===== config.mk =====
export PLATFORM = sky130hd
export DESIGN_NAME = elf_hash_strided_checksum_unit
export DESIGN_NICKNAME = d
export VERILOG_FILES = /design/src/rtl/core/ehsc_pkg.sv /design/src/rtl/core/ehsc_front.sv /design/src/rtl/core/ehsc_queue.sv /design/src/rtl/core/ehsc_back.sv /design/src/rtl/core/elf_hash_strided_checksum_unit.sv
export SDC_FILE = /design/constraint.sdc
export NUM_CORES = 1
export LEC_CHECK = 0
export BUFFER_PORTS_ARGS = -buffer_cell sky130_fd_sc_hd__clkbuf_2
export CORE_MARGIN = 2
export CORE_UTILIZATION = 47
export CTS_BUF_LIST = sky130_fd_sc_hd__clkbuf_4 sky130_fd_sc_hd__clkbuf_8
export DETAILED_ROUTE_END_ITERATION = 8
export HOLD_SLACK_MARGIN = 0.1
export PLACE_DENSITY = 0.7
export SYNTH_ARGS = -nofsm -noshare
export SYNTH_HDL_FRONTEND = slang
export SYNTH_SLANG_ARGS = --single-unit

===== constraint.sdc =====
create_clock -name i_clk -period 4.85 [get_ports i_clk]
set_clock_uncertainty 0.1 [all_clocks]
set_input_delay 0.2425 -clock i_clk [delete_from_list [all_inputs] [get_ports i_clk]]
set_output_delay 0.2425 -clock i_clk [all_outputs]
set_load 0.02 [all_outputs]

===== src/rtl/core/ehsc_pkg.sv =====
// shared types, constants and hash helpers for the strided elf hash unit
// no dependencies
`default_nettype none

package ehsc_pkg;

    localparam int unsigned QDEPTH = 4;
    localparam int unsigned QAW    = $clog2(QDEPTH);
    localparam int unsigned QCW    = $clog2(QDEPTH + 1);

    localparam logic [31:0] TOP_NIBBLE = 32'hF000_0000;

    typedef enum logic {
        OP_HASH = 1'b0,
        OP_LAST = 1'b1
    } t_op;

    typedef struct packed {
        t_op        op;
        logic [7:0] data;
    } t_qentry;

    typedef struct packed {
        logic    valid;
        t_qentry entry;
    } t_qpush;

    typedef struct packed {
        logic full;
        logic empty;
    } t_qstat;

    function automatic logic [31:0] elf_step(input logic [31:0] h, input logic [7:0] c);
        logic [31:0] t;
        logic [31:0] g;
        t = {h[27:0], 4'h0} + {24'h0, c};
        g = t & TOP_NIBBLE;
        t = t ^ (g >> 24);
        return t & ~TOP_NIBBLE;
    endfunction

    function automatic logic [15:0] fold16(input logic [31:0] s);
        return s[15:0] ^ s[31:16];
    endfunction

    function automatic logic [7:0] fold8(input logic [31:0] s);
        return s[7:0] ^ s[15:8] ^ s[23:16] ^ s[31:24];
    endfunction

endpackage

`default_nettype wire


===== src/rtl/core/ehsc_front.sv =====
// front end: takes input words, keeps the skip count and picks the bytes to hash
// depends on ehsc_pkg
`default_nettype none

module ehsc_front
    import ehsc_pkg::*;
(
    input  wire logic        i_clk,
    input  wire logic        i_rst_n,
    input  wire logic        i_accept,
    input  wire logic [7:0]  i_byte,
    input  wire logic        i_last,
    input  wire logic [15:0] i_stride,
    output t_qpush           o_push
);

    logic [15:0] r_skip;
    logic [15:0] n_skip;

    always_comb begin
        n_skip               = r_skip;
        o_push.valid         = 1'b0;
        o_push.entry.op      = OP_HASH;
        o_push.entry.data    = i_byte;
        if (i_accept) begin
            priority if (i_last) begin
                o_push.valid    = 1'b1;
                o_push.entry.op = OP_LAST;
                n_skip          = '0;
            end else if (r_skip == '0) begin
                o_push.valid = 1'b1;
                n_skip       = (i_stride == '0) ? '0 : i_stride - 16'd1;
            end else begin
                n_skip = r_skip - 16'd1;
            end
        end
    end

    always_ff @(posedge i_clk) begin
        if (!i_rst_n) begin
            r_skip <= '0;
        end else begin
            r_skip <= n_skip;
        end
    end

endmodule

`default_nettype wire


===== src/rtl/core/ehsc_queue.sv =====
// short queue between front and back end
// depends on ehsc_pkg
`default_nettype none

module ehsc_queue
    import ehsc_pkg::*;
(
    input  wire logic   i_clk,
    input  wire logic   i_rst_n,
    input  wire t_qpush i_push,
    input  wire logic   i_pop,
    output t_qentry     o_head,
    output t_qstat      o_stat
);

    t_qentry          r_mem [QDEPTH];
    logic [QAW-1:0]   r_wr;
    logic [QAW-1:0]   r_rd;
    logic [QCW-1:0]   r_cnt;
    logic             w_do_pop;
    logic             w_do_push;

    assign o_stat.full  = (r_cnt == QCW'(QDEPTH));
    assign o_stat.empty = (r_cnt == '0);
    assign o_head       = r_mem[r_rd];
    assign w_do_pop     = i_pop && !o_stat.empty;
    assign w_do_push    = i_push.valid && !o_stat.full;

    always_ff @(posedge i_clk) begin
        if (w_do_push) begin
            r_mem[r_wr] <= i_push.entry;
        end
    end

    always_ff @(posedge i_clk) begin
        if (!i_rst_n) begin
            r_wr  <= '0;
            r_rd  <= '0;
            r_cnt <= '0;
        end else begin
            if (w_do_push) begin
                r_wr <= r_wr + QAW'(1);
            end
            if (w_do_pop) begin
                r_rd <= r_rd + QAW'(1);
            end
            unique case ({w_do_push, w_do_pop})
                2'b10:   r_cnt <= r_cnt + QCW'(1);
                2'b01:   r_cnt <= r_cnt - QCW'(1);
                default: r_cnt <= r_cnt;
            endcase
        end
    end

endmodule

`default_nettype wire


===== src/rtl/core/ehsc_back.sv =====
// back end: running elf sum, folds and the output register
// depends on ehsc_pkg
`default_nettype none

module ehsc_back
    import ehsc_pkg::*;
(
    input  wire logic        i_clk,
    input  wire logic        i_rst_n,
    input  wire t_qentry     i_head,
    input  wire t_qstat      i_stat,
    output logic             o_pop,
    output logic             o_valid,
    input  wire logic        i_ready,
    output logic [55:0]      o_data
);

    logic [31:0] r_sum;
    logic        r_valid;
    logic [55:0] r_data;
    logic        w_slot_free;

    assign w_slot_free = !r_valid || i_ready;
    assign o_pop       = !i_stat.empty && ((i_head.op == OP_HASH) || w_slot_free);
    assign o_valid     = r_valid;
    assign o_data      = r_data;

    always_ff @(posedge i_clk) begin
        if (!i_rst_n) begin
            r_sum   <= '0;
            r_valid <= 1'b0;
        end else begin
            if (o_pop && (i_head.op == OP_LAST)) begin
                r_valid <= 1'b1;
            end else if (i_ready) begin
                r_valid <= 1'b0;
            end
            if (o_pop) begin
                unique case (i_head.op)
                    OP_HASH: r_sum <= elf_step(r_sum, i_head.data);
                    OP_LAST: r_sum <= '0;
                    default: r_sum <= r_sum;
                endcase
            end
        end
    end

    always_ff @(posedge i_clk) begin
        if (o_pop && (i_head.op == OP_LAST)) begin
            r_data <= {fold8(r_sum), fold16(r_sum), r_sum};
        end
    end

endmodule

`default_nettype wire


===== src/rtl/core/elf_hash_strided_checksum_unit.sv =====
// top level of the strided elf hash unit: stride register, front, queue, back
// depends on ehsc_pkg, ehsc_front, ehsc_queue, ehsc_back
`default_nettype none

// Takes one byte per cycle and hashes the
// first byte and then every stride-th one with the ELF/PJW step; the word
// with tlast high ends the pass, is not hashed, and yields one result word
// carrying the full sum and its 16- and 8-bit folds, after which the sum
// and skip count start again from zero. Sustained rate is one word per
// cycle: the front end classifies a word in the cycle it is taken, and the
// back end applies one hash step per cycle from a four-entry queue. A
// result is registered once its tlast word has left the queue behind any
// hash words queued ahead of it and the output register is free; while a
// result sits untaken the back end can still hash, and input stalls only
// once the queue fills behind a second pending tlast word.
// Write stride only while idle.

module elf_hash_strided_checksum_unit
    import ehsc_pkg::*;
(
    input  wire logic        i_clk,
    input  wire logic        i_rst_n,
    input  wire logic        s_axis_tvalid,
    output logic             s_axis_tready,
    input  wire logic [7:0]  s_axis_tdata,   // byte_in
    input  wire logic        s_axis_tlast,   // is_last
    output logic             m_axis_tvalid,
    input  wire logic        m_axis_tready,
    output logic [55:0]      m_axis_tdata,   // hash_full, fold_sixteen, fold_eight
    input  wire logic        psel,
    input  wire logic        penable,
    input  wire logic        pwrite,
    input  wire logic [2:0]  paddr,
    input  wire logic [31:0] pwdata,
    output logic [31:0]      prdata,
    output logic             pready
);

    logic [15:0] r_stride;
    logic        w_accept;
    t_qpush      w_push;
    t_qentry     w_head;
    t_qstat      w_stat;
    logic        w_pop;

    assign pready = 1'b1;
    assign prdata = (paddr[2] == 1'b0) ? {16'h0, r_stride} : 32'h0;

    always_ff @(posedge i_clk) begin
        if (!i_rst_n) begin
            r_stride <= 16'd1;
        end else if (psel && penable && pwrite && pready && (paddr[2] == 1'b0)) begin
            r_stride <= pwdata[15:0];
        end
    end

    assign s_axis_tready = !w_stat.full;
    assign w_accept      = s_axis_tvalid && s_axis_tready;

    ehsc_front u_front (
        .i_clk    (i_clk),
        .i_rst_n  (i_rst_n),
        .i_accept (w_accept),
        .i_byte   (s_axis_tdata),
        .i_last   (s_axis_tlast),
        .i_stride (r_stride),
        .o_push   (w_push)
    );

    ehsc_queue u_queue (
        .i_clk   (i_clk),
        .i_rst_n (i_rst_n),
        .i_push  (w_push),
        .i_pop   (w_pop),
        .o_head  (w_head),
        .o_stat  (w_stat)
    );

    ehsc_back u_back (
        .i_clk   (i_clk),
        .i_rst_n (i_rst_n),
        .i_head  (w_head),
        .i_stat  (w_stat),
        .o_pop   (w_pop),
        .o_valid (m_axis_tvalid),
        .i_ready (m_axis_tready),
        .o_data  (m_axis_tdata)
    );

`ifndef SYNTHESIS
    a_top_nibble_clear: assert property (@(posedge i_clk) disable iff (!i_rst_n)
        m_axis_tvalid |-> (m_axis_tdata[31:28] == 4'h0))
        else $error("hash result has top nibble set");

    a_fold16: assert property (@(posedge i_clk) disable iff (!i_rst_n)
        m_axis_tvalid |-> (m_axis_tdata[47:32] == (m_axis_tdata[15:0] ^ m_axis_tdata[31:16])))
        else $error("16-bit fold does not match sum");

    a_fold8: assert property (@(posedge i_clk) disable iff (!i_rst_n)
        m_axis_tvalid |-> (m_axis_tdata[55:48] == (m_axis_tdata[7:0] ^ m_axis_tdata[15:8]
                                                  ^ m_axis_tdata[23:16] ^ m_axis_tdata[31:24])))
        else $error("8-bit fold does not match sum");
`endif

endmodule

`default_nettype wire


==> flow_summary.json <==
{
  "run_status": "finished clean",
  "worst_slew_margin_rel_pct": 32.3,
  "seq_area_frac_synth_pct": 54.3,
  "synthToLayoutAreaGrowth_pct": 15.7,
  "overflow": 0,
  "setup.worst_path.start": "u_front.r_skip[0]",
  "grt_pass1_vias": 4993,
  "max_slew.worst_pin.slew_ps": 1020,
  "route.detailed.wl_per_inst_um": 15.9,
  "multiInputGateArea_um2": 2970,
  "nNetsFinal": 843,
  "synth_cell_type_count": 58,
  "crit_required_ps": 5120,
  "crit_path_end_kind": "register",
  "wirelength_mm": 15.6,
  "highest_achievable_clock_rate_ghz": 0.259,
  "core_area_um2": 15100,
  "clkTransAtPathRegs_ps": 80,
  "layout_min_cycle_time_ps": 3860,
  "gp_congestion": 0.928,
  "effective_utilization_at_floorplan_pct": 47.9,
  "dpl_cell_area_um2": 7720,
  "worstPathMaxFanout": 8,
  "r2r_start": "u_front.r_skip[0]",
  "grt_start_max_net_pins": 55,
  "period_share_pct": 79.6,
  "antenna-diode-count": 0,
  "rows": 45,
  "r2r_setup_slack_ps": 990,
  "postRouteAntennaNets": 0,
  "vdd.ir_drop.worst_v": 0.000272,
  "grt_use_total_pct": 19.5,
  "edff_count_synth": 84,
  "dp_hpwl_mm": 10.7,
  "first_pass_grt_wire_length_mm": 24.9,
  "timing.max_cap.violations": 0,
  "htree_levels": 4,
  "synth.area.top_cells": "sky130_fd_sc_hd__edfxtp_1 (35%), sky130_fd_sc_hd__dfxtp_1 (19%), sky130_fd_sc_hd__xor2_1 (4.4%)",
  "post-route-util_pct": 55.4,
  "cts_max_path_buffers": 2,
  "timing.rr.end": "u_queue.r_cnt[2]",
  "cts.sinks": 154,
  "grt_setup_unrepaired": "no",
  "worstSkewPairLatency_ps": 460,
  "yosys_warnings": 0,
  "critical_path.startpoint_type": "register",
  "yosysTopAreaCellShare_pct": 34.9,
  "die_x_um": 128,
  "mappedNetlistArea_um2": 7230,
  "dp.cells": 921,
  "power-per-cell-area_nw_per_um2": 644,
  "finalPower_mw": 5.38,
  "finalWorstSetupSlack_ps": 988,
  "postSynth.asyncResetShare_pct": 0,
  "top_level_ports": 142,
  "numCtsBuffers": 17,
  "worst_hold_path_type": "in2reg",
  "io_buffers": 102,
  "drc": 0,
  "data_arrival_time_of_the_critical_path_ps": 4130,
  "synthesis.area_per_instance_um2": 10.7,
  "final.setup.tns_ps": 0,
  "post_synth_inst_count": 675,
  "drt_iter0_markers": 594,
  "layout.area.seq_um2": 3920,
  "vias_per_cell": 5.50,
  "timing.final.hold_violations": 0,
  "synth-main-ff-cell": "sky130_fd_sc_hd__edfxtp_1",
  "finish.instance_area_um2": 8360,
  "number_of_antenna_violations_at_the_first_check_in_global_routing": 0,
  "worst_r2r_path_cells": 12,
  "clock-root-buffer": "sky130_fd_sc_hd__clkbuf_8",
  "dp_worst_setup_slack_ps": 1070,
  "fraction_of_layout_instances_using_a_drive_strength_above_1_pct": 20.1,
  "ys_ff_latch": 154,
  "fillCellCount": 1300,
  "timing.final.setup_violations": 0,
  "tritoncts": "built",
  "crit_path_end": "u_queue.r_cnt[2]",
  "power.static_leakage_nw": 3.21,
  "finalMaxSlewViolations": 0,
  "fp.dieH_um": 128,
  "dr_total_vias": 5386,
  "floorplan.die_area_um2": 16400,
  "hold-worst-slack_ps": 138,
  "synthDominantAreaCellType": "sky130_fd_sc_hd__edfxtp_1",
  "timing_worst_setup_path_type": "reg2reg",
  "final_cells": 979,
  "dr.pass1.iters": 5
}
placed cells by master (no fill, tap or decap), types with 4 or more instances in the layout:
cell	Yosys	layout
sky130_fd_sc_hd__o31ai_1	4	4
sky130_fd_sc_hd__or3_1	7	7
sky130_fd_sc_hd__and2_1	5	5
sky130_fd_sc_hd__or2_2	5	5
sky130_fd_sc_hd__conb_1	2	21
sky130_fd_sc_hd__a22oi_1	11	11
sky130_fd_sc_hd__xnor2_1	23	23
sky130_fd_sc_hd__a21oi_1	39	39
sky130_fd_sc_hd__nor3b_1	4	4
sky130_fd_sc_hd__nor4_1	23	23
sky130_fd_sc_hd__nor2_1	38	37
sky130_fd_sc_hd__nor2b_1	16	16
sky130_fd_sc_hd__nand2_1	67	67
sky130_fd_sc_hd__a211oi_1	5	5
sky130_fd_sc_hd__nand4_1	11	11
sky130_fd_sc_hd__nor3_1	18	18
sky130_fd_sc_hd__nand3_1	13	13
sky130_fd_sc_hd__or4_1	8	8
sky130_fd_sc_hd__clkbuf_2	2	102
sky130_fd_sc_hd__clkbuf_8	0	17
sky130_fd_sc_hd__xor2_1	36	36
sky130_fd_sc_hd__o21ai_0	32	32
sky130_fd_sc_hd__mux4_2	9	9
sky130_fd_sc_hd__dfxtp_1	70	70
sky130_fd_sc_hd__inv_1	18	18
sky130_fd_sc_hd__dlygate4sd3_1	0	26
sky130_fd_sc_hd__clkinv_2	0	4
sky130_fd_sc_hd__ha_1	12	12
sky130_fd_sc_hd__edfxtp_1	84	84
sky130_fd_sc_hd__a21o_1	4	4
sequential cells by signal, indices dropped and copies added, names as in the netlist, named ones only:
signal and cells:
u_back.o_data 48, u_queue.r_mem 36, u_back.r_sum 28, r_stride 16, u_front.r_skip 16, u_queue.r_cnt 3, u_queue.r_rd 2, u_queue.r_wr 2
u_back.o_valid 1
cells in the mapped netlist (3+ instances only):
cell type and count:
sky130_fd_sc_hd__xnor2_1 23, sky130_fd_sc_hd__ha_1 12, sky130_fd_sc_hd__and2_1 5, sky130_fd_sc_hd__a21o_1 4, sky130_fd_sc_hd__o22ai_1 3, sky130_fd_sc_hd__nor2_1 38, sky130_fd_sc_hd__xor2_1 36, sky130_fd_sc_hd__nor3_1 18
sky130_fd_sc_hd__nand4_1 11, sky130_fd_sc_hd__a22oi_1 11, sky130_fd_sc_hd__nor4_1 23, sky130_fd_sc_hd__buf_2 6, sky130_fd_sc_hd__a32o_1 3, sky130_fd_sc_hd__inv_1 18, sky130_fd_sc_hd__nand2_1 67, sky130_fd_sc_hd__or4_1 8
sky130_fd_sc_hd__a211oi_1 5, sky130_fd_sc_hd__nor3b_1 4, sky130_fd_sc_hd__and4_1 3, sky130_fd_sc_hd__o31ai_1 4, sky130_fd_sc_hd__o211ai_1 3, sky130_fd_sc_hd__o31a_1 3, sky130_fd_sc_hd__clkbuf_1 32, sky130_fd_sc_hd__dfxtp_1 70
sky130_fd_sc_hd__nor2b_1 16, sky130_fd_sc_hd__nand3_1 13, sky130_fd_sc_hd__a21oi_1 39, sky130_fd_sc_hd__or2_2 5, sky130_fd_sc_hd__edfxtp_1 84, sky130_fd_sc_hd__or3_1 7, sky130_fd_sc_hd__mux4_2 9, sky130_fd_sc_hd__buf_4 25
sky130_fd_sc_hd__o21ai_0 32
what timing repair did:
item | in CTS | in global routing
resized for setup | 0 | 0
hold buffers | 26 | 0
buffers inserted | 0 | 0
hold endpoints to repair | 49 | 0
layout make-up:
cell class	count	area share [%]
Multi-Input combinational cell	456	35.5
Timing Repair Buffer	130	9.40
Inverter	19	0.853
Clock buffer	20	3.07
Clock inverter	12	1.48
Tap cell	188	2.81
Sequential cell	154	46.9
power by group:
group / total [mW] / internal, mW / switching (mW)
clock network: 0.942 / 0.470 / 0.472
registers: 2.10 / 1.82 / 0.274
logic: 2.35 / 0.849 / 1.50
total: 5.38 / 3.14 / 2.24
critical path: stages (launching register included):
cell	delay (ps)
sky130_fd_sc_hd__dfxtp_1	350
sky130_fd_sc_hd__inv_1	80
sky130_fd_sc_hd__ha_1	210
sky130_fd_sc_hd__nor4b_1	680
sky130_fd_sc_hd__nand4_1	530
sky130_fd_sc_hd__a21oi_1	640
sky130_fd_sc_hd__inv_1	100
sky130_fd_sc_hd__ha_1	240
sky130_fd_sc_hd__inv_1	70
sky130_fd_sc_hd__fa_1	180
sky130_fd_sc_hd__xor2_1	80
sky130_fd_sc_hd__or3_1	330
sky130_fd_sc_hd__a21oi_1	180
routing by layer:
metal	GRT usage, %	routed length, µm	part of all wire [%]
met3	4.26	637	4.1
met1	24.0	6790	44
met5	0	0	0
met4	8.08	346	2.2
met2	33.2	7780	50
worst min-delay path by stage:
stage | from | endpoint | slack, ps | cells past startpoint
final | i_rst_n | u_front.r_skip[12] | 140 | 3
after CTS | i_rst_n | u_front.r_skip[12] | 130 | 3
after global placement | s_axis_tdata[2] | u_queue.r_mem[2][2] | 360 | 1
after detailed placement | s_axis_tdata[2] | u_queue.r_mem[2][2] | 370 | 1
after global routing | i_rst_n | u_back.r_sum[5] | 140 | 3
after floorplan | s_axis_tdata[0] | u_queue.r_mem[0][0] | 240 | 0
logic make-up (layout without fill, tap and decap cells):
logic type	after synthesis	count (layout)	synth area share, %
and+or+nand+nor	231	231	16.7
AOI/OAI and AO/OA	120	120	10.2
muxes	11	11	3.08
xor gates and xnor gates	59	59	7.15
other	2	21	0.104
DFF	154	154	54.3
adders and majority gates	14	14	2.63
buffers and inverters	84	181	5.80
No activity file was read; power rests on OpenSTA's default activity.
